--- config.mk ---
export PLATFORM = sky130hd
export DESIGN_NAME = bfa_ctrl
export DESIGN_NICKNAME = d
export VERILOG_FILES = /design/src/design/bfa_pkg.sv /design/src/design/bfa_ctrl.sv
export VERILOG_INCLUDE_DIRS = /design/src /design/src/design
export SDC_FILE = /design/constraint.sdc
export NUM_CORES = 1
export LEC_CHECK = 0
export ABC_CLOCK_PERIOD_IN_PS = 1950
export BUFFER_PORTS_ARGS = -buffer_cell sky130_fd_sc_hd__clkbuf_2
export CAP_MARGIN = 10
export CORE_AREA = 2 2 39 41
export CTS_BUF_LIST = sky130_fd_sc_hd__clkbuf_4
export DETAILED_ROUTE_END_ITERATION = 7
export DIE_AREA = 0 0 41 43
export PLACE_DENSITY_LB_ADDON = 0.3
export SLEW_MARGIN = 20
export SYNTH_ARGS = -nofsm -noshare
export SYNTH_HDL_FRONTEND = slang
export SYNTH_SLANG_ARGS = --single-unit
--- constraint.sdc ---
create_clock -name clk -period 1.95 [get_ports clk]
set_input_delay 0.39 -clock clk [delete_from_list [all_inputs] [get_ports clk]]
set_output_delay 0.39 -clock clk [all_outputs]
set_load 0.005 [all_outputs]
--- src/design/bitmap_frame_allocator_core_assert.svh ---
// ---------------------------------------------------------------------------
// bitmap_frame_allocator_core_assert.svh
// assertion helpers shared by the frame allocator modules
// ---------------------------------------------------------------------------
`ifndef BITMAP_FRAME_ALLOCATOR_CORE_ASSERT_SVH
`define BITMAP_FRAME_ALLOCATOR_CORE_ASSERT_SVH

// condition that must hold on every clock edge out of reset
`define BFA_ASSERT_ALWAYS(name, cond, msg) \
    name: assert property (@(posedge clk) disable iff (!rst_n) (cond)) else $error(msg);

// consequent must hold in the same cycle as the antecedent
`define BFA_ASSERT_IMPL(name, ante, cons, msg) \
    name: assert property (@(posedge clk) disable iff (!rst_n) (ante) |-> (cons)) \
        else $error(msg);

// consequent must hold in the cycle after the antecedent
`define BFA_ASSERT_NEXT(name, ante, cons, msg) \
    name: assert property (@(posedge clk) disable iff (!rst_n) (ante) |=> (cons)) \
        else $error(msg);

`endif

--- src/design/bfa_pkg.sv ---
// ---------------------------------------------------------------------------
// bfa_pkg
// shared constants, request codes and controller/datapath interface types
// ---------------------------------------------------------------------------
`timescale 1ns / 1ps
`default_nettype none

package bfa_pkg;

    // default geometry
    localparam int BFA_FRAME_COUNT   = 32768;
    localparam int BFA_MAP_WORD_BITS = 32;

    // fixed field widths
    localparam int IDX_W   = 15;
    localparam int GRANT_W = 15;
    localparam int FREE_W  = 16;

    // request kinds
    typedef enum logic {
        REQ_ALLOC = 1'b0,
        REQ_FREE  = 1'b1
    } bfa_req_t;

    // commands from controller to datapath
    typedef struct packed {
        logic clr_step;     // clear one summary word
        logic capture;      // latch an accepted request
        logic div_a;        // frame index -> map word
        logic div_b;        // bit in map word, map word -> summary word
        logic div_c;        // bit in summary word
        logic free_rd;      // read map and summary words for a free
        logic free_upd;     // write back a free
        logic sum_rd;       // read the summary word under the scan pointer
        logic scan_next;    // advance the scan pointer
        logic sum_pick;     // take lowest set bit of a non-empty summary word
        logic widx_calc;    // form map word index
        logic map_rd;       // read the chosen map word
        logic alloc_upd;    // set the lowest clear bit, update summary
        logic grant_calc;   // form the frame number, lower the count
        logic fail;         // nothing free
        logic resp_load;    // load the response register
    } bfa_cmd_t;

    // status from datapath to controller
    typedef struct packed {
        logic clr_last;     // last summary word being cleared
        logic is_free;      // captured request is a free
        logic in_range;     // captured frame index is below the frame count
        logic scan_end;     // scan pointer past the last summary word
        logic sum_nonzero;  // summary word just read has a free map word
    } bfa_sts_t;

endpackage

`default_nettype wire

--- src/design/bfa_ctrl.sv ---
// ---------------------------------------------------------------------------
// bfa_ctrl
// request sequencer: clearing pass, free and allocate sequences, response
// ---------------------------------------------------------------------------
`timescale 1ns / 1ps
`default_nettype none
`include "bitmap_frame_allocator_core_assert.svh"

module bfa_ctrl (
    input  wire logic             clk,
    input  wire logic             rst_n,
    input  wire logic             req_valid,
    output logic                  req_ready,
    output logic                  rsp_valid,
    input  wire logic             rsp_ready,
    input  wire bfa_pkg::bfa_sts_t sts,
    output bfa_pkg::bfa_cmd_t     cmd
);
    import bfa_pkg::*;

    typedef enum logic [3:0] {
        S_INIT,
        S_IDLE,
        S_DECODE,
        S_F_DIV1,
        S_F_DIV2,
        S_F_DIV3,
        S_F_UPD,
        S_A_RD,
        S_A_CHK,
        S_A_WIDX,
        S_A_MRD,
        S_A_UPD,
        S_A_GRANT,
        S_RESP
    } state_t;

    state_t state_reg;
    state_t state_next;
    logic   rsp_valid_reg;
    logic   rsp_valid_next;

    // next state and commands
    always_comb
    begin
        cmd        = '0;
        state_next = state_reg;
        unique case (state_reg)
            S_INIT:
            begin
                cmd.clr_step = 1'b1;
                if (sts.clr_last)
                begin
                    state_next = S_IDLE;
                end
            end
            S_IDLE:
            begin
                if (req_valid)
                begin
                    cmd.capture = 1'b1;
                    state_next  = S_DECODE;
                end
            end
            S_DECODE:
            begin
                if (sts.is_free)
                begin
                    state_next = sts.in_range ? S_F_DIV1 : S_RESP;
                end
                else
                begin
                    state_next = S_A_RD;
                end
            end
            S_F_DIV1:
            begin
                cmd.div_a  = 1'b1;
                state_next = S_F_DIV2;
            end
            S_F_DIV2:
            begin
                cmd.div_b  = 1'b1;
                state_next = S_F_DIV3;
            end
            S_F_DIV3:
            begin
                cmd.div_c   = 1'b1;
                cmd.free_rd = 1'b1;
                state_next  = S_F_UPD;
            end
            S_F_UPD:
            begin
                cmd.free_upd = 1'b1;
                state_next   = S_RESP;
            end
            S_A_RD:
            begin
                if (sts.scan_end)
                begin
                    cmd.fail   = 1'b1;
                    state_next = S_RESP;
                end
                else
                begin
                    cmd.sum_rd = 1'b1;
                    state_next = S_A_CHK;
                end
            end
            S_A_CHK:
            begin
                if (sts.sum_nonzero)
                begin
                    cmd.sum_pick = 1'b1;
                    state_next   = S_A_WIDX;
                end
                else
                begin
                    cmd.scan_next = 1'b1;
                    state_next    = S_A_RD;
                end
            end
            S_A_WIDX:
            begin
                cmd.widx_calc = 1'b1;
                state_next    = S_A_MRD;
            end
            S_A_MRD:
            begin
                cmd.map_rd = 1'b1;
                state_next = S_A_UPD;
            end
            S_A_UPD:
            begin
                cmd.alloc_upd = 1'b1;
                state_next    = S_A_GRANT;
            end
            S_A_GRANT:
            begin
                cmd.grant_calc = 1'b1;
                state_next     = S_RESP;
            end
            S_RESP:
            begin
                if (!rsp_valid_reg || rsp_ready)
                begin
                    cmd.resp_load = 1'b1;
                    state_next    = S_IDLE;
                end
            end
            default:
            begin
                state_next = S_INIT;
            end
        endcase
    end

    // response valid: set on load, dropped once taken
    always_comb
    begin
        if (cmd.resp_load)
        begin
            rsp_valid_next = 1'b1;
        end
        else if (rsp_ready)
        begin
            rsp_valid_next = 1'b0;
        end
        else
        begin
            rsp_valid_next = rsp_valid_reg;
        end
    end

    // state and registered outputs
    always_ff @(posedge clk or negedge rst_n)
    begin
        if (!rst_n)
        begin
            state_reg     <= S_INIT;
            rsp_valid_reg <= 1'b0;
        end
        else
        begin
            state_reg     <= state_next;
            rsp_valid_reg <= rsp_valid_next;
        end
    end

    assign req_ready = (state_reg == S_IDLE);
    assign rsp_valid = rsp_valid_reg;

    // checks
    `BFA_ASSERT_NEXT(a_load_shows, cmd.resp_load, rsp_valid, "loaded response not presented")
    `BFA_ASSERT_IMPL(a_no_overwrite, cmd.resp_load, !rsp_valid || rsp_ready, "pending response overwritten")
    `BFA_ASSERT_NEXT(a_busy_after_accept, req_valid && req_ready, !req_ready, "second request taken while busy")

endmodule

`default_nettype wire

==> results of run 1 <==
-- cell type report --
cell class	instances	area [µm²]
clock buffer	4	30.0
fill	157	714
inverter	4	15.0
multi-input combinational	53	322
timing repair buffer	29	155
tap	16	20.0
sequential	5	128
-- worst min-delay path: stages --
cell      delay (ns)
clkbuf_2        0.07
or2b_2          0.13
nand2_1         0.06
-- metal layers --
metal,part of all wire [%],global-route usage (%)
met5,0,0
met4,0,10.0
met3,4.4,1.57
met2,50,25.0
met1,45,21.5
-- cell families after synthesis --
| family | count (synthesis) | share of synthesized area, % |
|---|---|---|
| XOR/XNOR | 1 | 1.71 |
| AND/OR/NAND/NOR | 37 | 38.8 |
| flip-flops | 5 | 24.4 |
| buffers and inverters | 10 | 15.1 |
| AO/OA/AOI/OAI | 15 | 20.0 |
-- repair_timing --
item | 4_1_cts | 5_1_grt
hold buffers | 1 | 0
endpoints found under the hold margin | 5 | 0
endpoints found under the setup margin | 3 | 3
gates resized for setup | 1 | 3
-- worst max path at each step --
stage                  end  slack, ns                     start  cells past startpoint
floorplan           cmd[0]       0.47  state_reg[1]$_DFFE_PN0P_                      5
global placement    cmd[6]       0.24  state_reg[3]$_DFFE_PN0P_                      3
CTS                 cmd[1]       0.04  state_reg[3]$_DFFE_PN0P_                      3
finish              cmd[7]       0.05  state_reg[1]$_DFFE_PN0P_                      2
global route        cmd[7]     -0.002  state_reg[1]$_DFFE_PN0P_                      2
detailed placement  cmd[6]       0.20  state_reg[3]$_DFFE_PN0P_                      3
-- power by group through the flow --
stage | combinational [µW] | clock (µW) | sequential [µW]
6_report | 561 | 133 | 282
2_1_floorplan | 509 | 0 | 202
4_1_cts | 555 | 139 | 273
5_1_grt | 638 | 148 | 295
3_5_place_dp | 549 | 0 | 273
3_3_place_gp | 549 | 0 | 271
-- placed cells by master, fill, tap and decap left out --
cell type      instances
a22oi_1                1
dlygate4sd3_1          1
or2b_2                 2
nor3_1                 4
a221oi_1               1
nand2b_1               5
nand2_1                7
clkbuf_2              26
a21o_1                 2
nand3_1                1
a311o_1                1
nor2b_1                2
dfrtp_1                3
nor4b_2                1
dfrtp_2                2
a21oi_1                2
nand3b_1               1
o22ai_1                3
o21ai_0                4
nand2b_2               1
inv_1                  4
buf_4                  2
a211oi_2               1
and3_1                 1
nor2_1                 8
or4_1                  1
xnor2_1                1
clkbuf_4               4
nor4_1                 2
nor3_2                 1
-- metrics by stage --
| stage | hold WS, ns | setup WS (ns) | cell area (µm²) |
|---|---|---|---|
| 2_1_floorplan | 0.0944 | 0.466 | 513 |
| 4_1_cts | 0.451 | 0.0420 | 657 |
| 3_3_place_gp | 0.207 | 0.245 | 616 |
| 6_report | 0.453 | 0.0465 | 669 |
| 3_5_place_dp | 0.209 | 0.198 | 616 |
| 5_1_grt | 0.470 | -0.00168 | 669 |
==> results.sh, run 1 <==
export IMPL_fin_total_pwr_uw=976
export IMPL_drv_cap=0
export IMPL_rr_worst_depth=4
export IMPL_cts_tree="built"
export IMPL_synthArstFlopShare_pct=100
export IMPL_wl_um=1310
export IMPL_cpPeakStageDelay_ns=0.54
export IMPL_setup_viol=0
export IMPL_diodes=0
export IMPL_clockBufferDepth=2
export IMPL_dp_cells=106
export IMPL_r2r_start="state_reg[1]$_DFFE_PN0P_"
export IMPL_p_int_uw=526
export IMPL_yosys_area_top_type_share_pct=24.4
export IMPL_p_clk_share_pct=13.7
export IMPL_clk_latency_ns=0.24
export IMPL_end_kind="output port"
export IMPL_dr_pass1_iters=5
export IMPL_synth_edff_count=0
export IMPL_setup_tns_final_ns=0
export IMPL_path_max_fanout=15
export IMPL_p_switching_uw=450
export IMPL_largest_register_ffs=4
export IMPL_syn_area_um2=513
export IMPL_synth_area_per_cell_um2=7.54
export IMPL_start_util_pct=37.1
export IMPL_ys_warn_count=0
export IMPL_layout_drive_gt1_share_pct=42.1
export IMPL_hpwl_um=957
export IMPL_ctsHtreeMaxLevel=1
export IMPL_antenna_found_initial=0
export IMPL_syn2layout_area_growth_pct=30.5
export IMPL_rsz0062_at_grt="true"
export IMPL_cts_buffers=3
export IMPL_hold_viol_final=0
export IMPL_netlist_top_cells_count="nor2_1 (8), nand2_1 (7), dfrtp_1 (5), nand2b_1 (5), nor3_1 (5)"
export IMPL_finalCriticalPeriod_ns=1.90
export IMPL_worst_pin_slew_ns=0.486
export IMPL_postCtsSetupBuffers=0
export IMPL_grt_pass1_wl_um=2010
export IMPL_cp_required_ns=1.56
export IMPL_ys_types=27
export IMPL_outcome="finished clean"
export IMPL_num_vias=564
export IMPL_holdPathEnd="rsp_valid$_DFFE_PN0P_"
export IMPL_overflow=0
export IMPL_hold_class="input pin to flip-flop"
export IMPL_finalClockSkew_ns=0.00692
export IMPL_worstHoldPathCells=3
export IMPL_worstPathCellList="nor4_1 -> clkbuf_2"
export IMPL_grt_usage_pct=16.5
export IMPL_max_slew_margin_pct=67.3
export IMPL_drt_iter0_markers=8
export IMPL_post_route_period_util_pct=97.6
export IMPL_nNetsFinal=105
export IMPL_cp_top_family="flip-flops"
export IMPL_critical_path_class="flip-flop to output port"
export IMPL_cp_arrival_ns=1.51
export IMPL_critical_path_buf_inv_count=1
export IMPL_cts_root_buf="clkbuf_4"
export IMPL_die_y_um=43
export IMPL_p_per_area_nw_per_um2=1460
export IMPL_post_synth_top_count_cell="nor2_1"
export IMPL_gp_congestion=0.748
export IMPL_pwr_share_seq_pct=28.9
export IMPL_synth_seq_area_share_pct=24.4
export IMPL_synth_area_top_cells="dfrtp_1 (24%), buf_6 (6.6%), nand2b_1 (6.1%)"
export IMPL_pin_count=27
export IMPL_dieArea_um2=1760
export IMPL_grt_max_degree=16
export IMPL_num_rows=14
export IMPL_hp_start="rsp_ready"
export IMPL_synth_seq_cells=5
export IMPL_finalNonFillerCells=111
export IMPL_ant_nets=0
export IMPL_grt_pass1_vias=500
export IMPL_fmax_mhz=525
export IMPL_cpMaxStageDelayCell="dfrtp_1"
export IMPL_clk_pin_slew_worst_paths_ns=0.05
export IMPL_die_x_um=41
export IMPL_syn_instance_count=68
export IMPL_cellLeakagePower_uw=0.000350
export IMPL_worst_r2r_endpoint="state_reg[2]$_DFFE_PN0P_"
export IMPL_report_final_slew_viol_count=0
export IMPL_wl_per_cell_um=11.8
export IMPL_vias_per_cell=5.08
export IMPL_rrSetupSlack_ns=0.23
export IMPL_synth_net_count=77
export IMPL_ys_flop_type="dfrtp_1"
export IMPL_synth_largest_area_cell="dfrtp_1"
export IMPL_cts_sinks=5
export IMPL_io_buffers=26
export IMPL_core_um2=1380
export IMPL_drcViolationCount=0
export IMPL_fin_util_pct=48.4
export IMPL_worst_setup_path_start_kind="flip-flop"
export IMPL_ir_drop_mv=0.688
export IMPL_p_sw_share_pct=46.1
export IMPL_p_comb_share_pct=57.5
(Power assumes the default switching activity.)
==> run 2, diff against run 1 <==
--- a/config.mk
+++ b/config.mk
@@ -10,7 +10,7 @@
 export BUFFER_PORTS_ARGS = -buffer_cell sky130_fd_sc_hd__clkbuf_2
 export CAP_MARGIN = 10
 export CORE_AREA = 2 2 39 41
-export CTS_BUF_LIST = sky130_fd_sc_hd__clkbuf_4
+export CTS_BUF_LIST = sky130_fd_sc_hd__clkbuf_8
 export DETAILED_ROUTE_END_ITERATION = 7
 export DIE_AREA = 0 0 41 43
 export PLACE_DENSITY_LB_ADDON = 0.3
==> results.sh, run 2 (synthesis gave the netlist of run 1 again) <==
export IMPL_p_per_area_nw_per_um2=1500
export IMPL_largest_register_ffs=4
export IMPL_dr_pass1_iters=5
export IMPL_report_final_slew_viol_count=0
export IMPL_drcViolationCount=0
export IMPL_clk_pin_slew_worst_paths_ns=0.04
export IMPL_cts_root_buf="clkbuf_8"
export IMPL_cpPeakStageDelay_ns=0.42
export IMPL_layout_drive_gt1_share_pct=37.9
export IMPL_hpwl_um=957
export IMPL_path_max_fanout=6
export IMPL_die_y_um=43
export IMPL_rr_worst_depth=4
export IMPL_ctsHtreeMaxLevel=1
export IMPL_core_um2=1380
export IMPL_cts_tree="built"
export IMPL_grt_pass1_vias=494
export IMPL_worstPathCellList="nand2b_2 -> nor4b_1 -> clkbuf_2"
export IMPL_critical_path_class="flip-flop to output port"
export IMPL_syn2layout_area_growth_pct=31.0
export IMPL_drt_iter0_markers=10
export IMPL_cp_depth=3
export IMPL_finalCriticalPeriod_ns=1.88
export IMPL_r2r_start="state_reg[1]$_DFFE_PN0P_"
export IMPL_wl_per_cell_um=11.4
export IMPL_cpMaxStageDelayCell="nor4b_1"
export IMPL_p_comb_share_pct=54.7
export IMPL_cts_sinks=5
export IMPL_ir_drop_mv=0.693
export IMPL_rsz0062_at_grt="true"
export IMPL_setup_tns_final_ns=0
export IMPL_antenna_found_initial=0
export IMPL_p_switching_uw=443
export IMPL_cp_arrival_ns=1.49
export IMPL_end_kind="output port"
export IMPL_clockBufferDepth=2
export IMPL_overflow=0
export IMPL_start_util_pct=37.1
export IMPL_vias_per_cell=5.09
export IMPL_num_rows=14
export IMPL_wl_um=1270
export IMPL_dieArea_um2=1760
export IMPL_cp_required_ns=1.56
export IMPL_crit_end="cmd[6]"
export IMPL_setup_viol=0
export IMPL_ant_nets=0
export IMPL_die_x_um=41
export IMPL_gp_congestion=0.748
export IMPL_grt_max_degree=16
export IMPL_final_cell_mix="clkbuf_2 (26), nor2_1 (8), nand2_1 (7)"
export IMPL_grt_usage_pct=16.5
export IMPL_num_vias=565
export IMPL_preCtsSetupSlack_ns=0.198
export IMPL_outcome="finished clean"
export IMPL_fin_total_pwr_uw=1010
export IMPL_clk_latency_ns=0.22
export IMPL_grt_pass1_wl_um=2010
export IMPL_final_common_cell="clkbuf_2"
export IMPL_hold_viol_final=0
export IMPL_whs_ns=0.479
export IMPL_drv_cap=0
export IMPL_setup_ws_ns=0.0734
export IMPL_diodes=0
export IMPL_hold_class="input pin to flip-flop"
export IMPL_pwr_share_seq_pct=27.4
export IMPL_p_clk_share_pct=17.9
export IMPL_stdcell_area_um2=672
export IMPL_pin_count=27
export IMPL_cp_top_family="simple AND/OR/NAND/NOR gates"
export IMPL_critical_path_buf_inv_count=1
export IMPL_worst_r2r_endpoint="state_reg[2]$_DFFE_PN0P_"
export IMPL_post_route_period_util_pct=96.2
export IMPL_fill_cells=153
export IMPL_worst_setup_path_start_kind="flip-flop"
export IMPL_worst_pin_slew_ns=0.476
export IMPL_p_int_uw=566
export IMPL_place_area_um2=616
export IMPL_max_slew_margin_pct=68.0
export IMPL_p_sw_share_pct=43.9
export IMPL_cellLeakagePower_uw=0.000358
export IMPL_nNetsFinal=105
export IMPL_rrSetupSlack_ns=0.24
export IMPL_cp_startpoint="state_reg[2]$_DFFE_PN0P_"
export IMPL_io_buffers=26
export IMPL_cts_buffers=3
export IMPL_finalClockSkew_ns=0.00275
export IMPL_fmax_mhz=533
==> run 2: cell types whose count changed in the layout (fill, tap and decap cells not counted), sizes merged <==
cell    change
inv         +1
clkbuf      -1
==> run 2: power groups by stage <==
| stage | sequential [µW] | combinational, µW | clock [µW] |
|---|---|---|---|
| floorplan | 202 | 509 | 0 |
| global placement | 271 | 549 | 0 |
| detailed placement | 273 | 549 | 0 |
| finish | 277 | 551 | 181 |
| global route | 288 | 630 | 197 |
| CTS | 273 | 555 | 186 |
==> run 2: layout make-up <==
cell class	instances	area, µm²	area share, %
sequential	5	126	18.8
timing repair buffer	29	155	23.1
clock buffer	3	41.3	6.15
multi-input combinational	53	310	46.2
inverter	4	15.0	2.23
tap	16	20.0	2.98
clock inverter	1	3.75	0.559
==> run 2: how the worst min path moves through the flow <==
stage,startpoint,end,slack [ns],cells after the start
3_3_place_gp,rst_n,rsp_valid$_DFFE_PN0P_,0.21,1
4_1_cts,rsp_ready,rsp_valid$_DFFE_PN0P_,0.48,3
3_5_place_dp,rst_n,rsp_valid$_DFFE_PN0P_,0.21,1
5_1_grt,rsp_ready,rsp_valid$_DFFE_PN0P_,0.50,3
6_report,rsp_ready,rsp_valid$_DFFE_PN0P_,0.48,3
2_1_floorplan,rst_n,rsp_valid$_DFFE_PN0P_,0.09,0
==> run 2: tightest hold or removal path: cells and delay by family <==
family        cells  cell delay [ns]
buf+inv           1             0.07
simple gates      2             0.19
==> run 2: per-layer routing <==
metal	share of wire (%)	wire, µm	global-route usage (%)	vias to the layer above
li1	-	-	-	292
met1	47	591	21.8	257
met2	48	611	24.7	16
met3	5.0	63	3.14	0
met4	0	0	8.00	0
met5	0	0	0	-
==> run 2: timing repair <==
item | 4_1_cts | 5_1_grt
setup buffers | 0 | 0
setup endpoints to repair | 1 | 1
hold buffers | 1 | 0
pin swaps | 0 | 0
hold endpoints to repair | 5 | 0
resized for setup | 1 | 0
==> run 2: through the flow <==
stage | cells | util (%)
2_1_floorplan | 68 | -
3_3_place_gp | 106 | 44.5
3_5_place_dp | 106 | 44.5
4_1_cts | 111 | 48.6
5_1_grt | 111 | 48.6
6_report | 111 | 48.6
==> run 3, diff against run 2 <==
--- a/config.mk
+++ b/config.mk
@@ -6,6 +6,7 @@
 export SDC_FILE = /design/constraint.sdc
 export NUM_CORES = 1
 export LEC_CHECK = 0
+export ABC_AREA = 1
 export ABC_CLOCK_PERIOD_IN_PS = 1950
 export BUFFER_PORTS_ARGS = -buffer_cell sky130_fd_sc_hd__clkbuf_2
 export CAP_MARGIN = 10
==> results.sh, run 3 <==
export IMPL_outcome="finished clean"
export IMPL_grt_max_degree=8
export IMPL_fill_cells=150
export IMPL_pin_count=27
export IMPL_ctsHtreeMaxLevel=1
export IMPL_p_clk_share_pct=19.3
export IMPL_grt_usage_pct=16.8
export IMPL_synth_simple_area_share_pct=52.6
export IMPL_cpPeakStageDelay_ns=0.45
export IMPL_post_route_period_util_pct=86.5
export IMPL_clk_pin_slew_worst_paths_ns=0.03
export IMPL_syn_instance_count=97
export IMPL_cp_required_ns=1.56
export IMPL_drt_iter0_markers=12
export IMPL_start_util_pct=36.3
export IMPL_setup_tns_final_ns=0
export IMPL_multiInputGateArea_um2=279
export IMPL_finalClockSkew_ns=0.00204
export IMPL_diodes=0
export IMPL_cts_buffers=3
export IMPL_hpwl_um=1070
export IMPL_rsz0062_at_grt="false"
export IMPL_whs_ns=0.393
export IMPL_syn_area_um2=502
export IMPL_vias_per_cell=4.58
export IMPL_synth_seq_cells=5
export IMPL_p_per_area_nw_per_um2=1350
export IMPL_critical_path_buf_inv_count=2
export IMPL_ys_types=12
export IMPL_cts_hold_buffers=1
export IMPL_synth_area_mux_share_pct=0
export IMPL_synth_net_count=106
export IMPL_io_buffers=26
export IMPL_worst_setup_path_start_kind="flip-flop"
export IMPL_wl_um=1240
export IMPL_cts_tree="built"
export IMPL_hold_viol_final=0
export IMPL_postCtsSetupBuffers=0
export IMPL_largest_register_ffs=4
export IMPL_ir_drop_mv=0.534
export IMPL_synth_top_family_by_area="simple AND/OR/NAND/NOR gates"
export IMPL_drv_cap=0
export IMPL_wl_per_cell_um=8.74
export IMPL_cp_arrival_ns=1.30
export IMPL_rrSetupSlack_ns=0.69
export IMPL_clockBufferDepth=2
export IMPL_setup_ws_ns=0.264
export IMPL_post_synth_top_count_cell="nand2_1"
export IMPL_setup_viol=0
export IMPL_p_switching_uw=451
export IMPL_finalCriticalPeriod_ns=1.69
export IMPL_p_comb_share_pct=57.9
export IMPL_layout_drive_gt1_share_pct=27.0
export IMPL_worst_pin_slew_ns=0.269
export IMPL_cellLeakagePower_uw=0.000493
export IMPL_p_int_uw=485
export IMPL_clk_latency_ns=0.21
export IMPL_cts_sinks=5
export IMPL_p_sw_share_pct=48.2
export IMPL_gp_congestion=0.829
export IMPL_max_slew_margin_pct=82.0
export IMPL_post_cts_resized=0
export IMPL_synth_xor_area_share_pct=0
export IMPL_overflow=0
export IMPL_yosys_area_top_type_share_pct=24.9
export IMPL_grt_pass1_vias=519
export IMPL_grt_pass1_wl_um=2070
export IMPL_ys_warn_count=0
export IMPL_cts_root_buf="clkbuf_8"
export IMPL_cpMaxStageDelayCell="dfrtp_1"
export IMPL_cp_top_family="flip-flops"
export IMPL_synth_edff_count=0
export IMPL_ys_flop_type="dfrtp_1"
export IMPL_netlist_top_cells_count="nand2_1 (30), nor2_1 (24), inv_1 (20)"
export IMPL_fin_util_pct=50.0
export IMPL_end_kind="output port"
export IMPL_synthArstFlopShare_pct=100
export IMPL_syn2layout_area_growth_pct=37.9
export IMPL_dieArea_um2=1760
export IMPL_die_x_um=41
export IMPL_worstPathCellList="nor2_2 -> inv_1 -> nor3_1 -> clkbuf_2"
export IMPL_ff_latch_area_um2=125
export IMPL_path_max_fanout=7
export IMPL_final_cell_mix="nand2_1 (30), clkbuf_2 (26), nor2_1 (24)"
export IMPL_final_common_cell="nand2_1"
export IMPL_num_vias=650
export IMPL_die_y_um=43
export IMPL_nNetsFinal=136
export IMPL_critical_path_class="flip-flop to output port"
export IMPL_report_final_slew_viol_count=0
export IMPL_pwr_share_seq_pct=22.9
export IMPL_yosys_area_share_adder_pct=0
export IMPL_synth_seq_area_share_pct=24.9
export IMPL_antenna_found_initial=0
export IMPL_synth_area_per_cell_um2=5.17
export IMPL_preCtsSetupSlack_ns=0.519
export IMPL_synth_largest_area_cell="dfrtp_1"
export IMPL_dr_pass1_iters=4
export IMPL_synth_area_top_cells="dfrtp_1 (25%), nand2_1 (22%), nor2_1 (18%)"
export IMPL_num_rows=14
export IMPL_ant_nets=0
export IMPL_drcViolationCount=0
export IMPL_fmax_mhz=593
export IMPL_hold_class="input pin to flip-flop"
export IMPL_synth_compound_area_share_pct=2.99
export IMPL_core_um2=1380
[run 3: final cells by class]
cell class,count,area share [%]
Tap cell,16,2.89
Clock inverter,1,0.542
Sequential cell,5,18.1
Multi-Input combinational cell,68,40.3
Timing Repair Buffer,27,20.3
Clock buffer,3,5.97
Inverter,22,11.9
[run 3: final timing paths]
| kind | startpoint | endpoint | cells past startpoint |
|---|---|---|---|
| setup / recovery | state_reg[3]$_DFFE_PN0P_ | cmd[14] | 4 |
| hold / removal | rsp_ready | rsp_valid$_DFFE_PN0P_ | 2 |
| setup reg to reg | state_reg[3]$_DFFE_PN0P_ | state_reg[1]$_DFFE_PN0P_ | 7 |
| hold reg to reg | rsp_valid$_DFFE_PN0P_ | rsp_valid$_DFFE_PN0P_ | 2 |
| max in group asynchronous | rst_n | rsp_valid$_DFFE_PN0P_ | 2 |
| min in group asynchronous | rst_n | state_reg[0]$_DFFE_PN0P_ | 2 |
[run 3: metal layers]
metal,GRT usage (%),up-vias,share of wire (%)
met2,25.9,33,48
li1,-,341,-
met3,3.14,2,9.4
met5,0,-,0
met4,4.00,0,0.081
met1,23.4,274,42
[run 3: through the flow]
step	total power, µW	cell area [µm²]	std cells
detailed placement	751	637	137
finish	935	692	142
CTS	938	692	142
floorplan	589	502	97
global placement	753	637	137
global route	1040	692	142
[run 3: power groups by stage]
stage	combinational, µW	clock (µW)	sequential [µW]
CTS	542	185	211
detailed placement	538	0	213
floorplan	388	0	201
finish	541	180	214
global route	630	193	222
global placement	540	0	213
[run 3: logic make-up (layout without fill, tap and decap cells)]
logic type | Yosys count | after routing
AO/OA/AOI/OAI | 3 | 3
flip-flops | 5 | 5
buffers and inverters | 24 | 53
AND/OR/NAND/NOR | 65 | 65
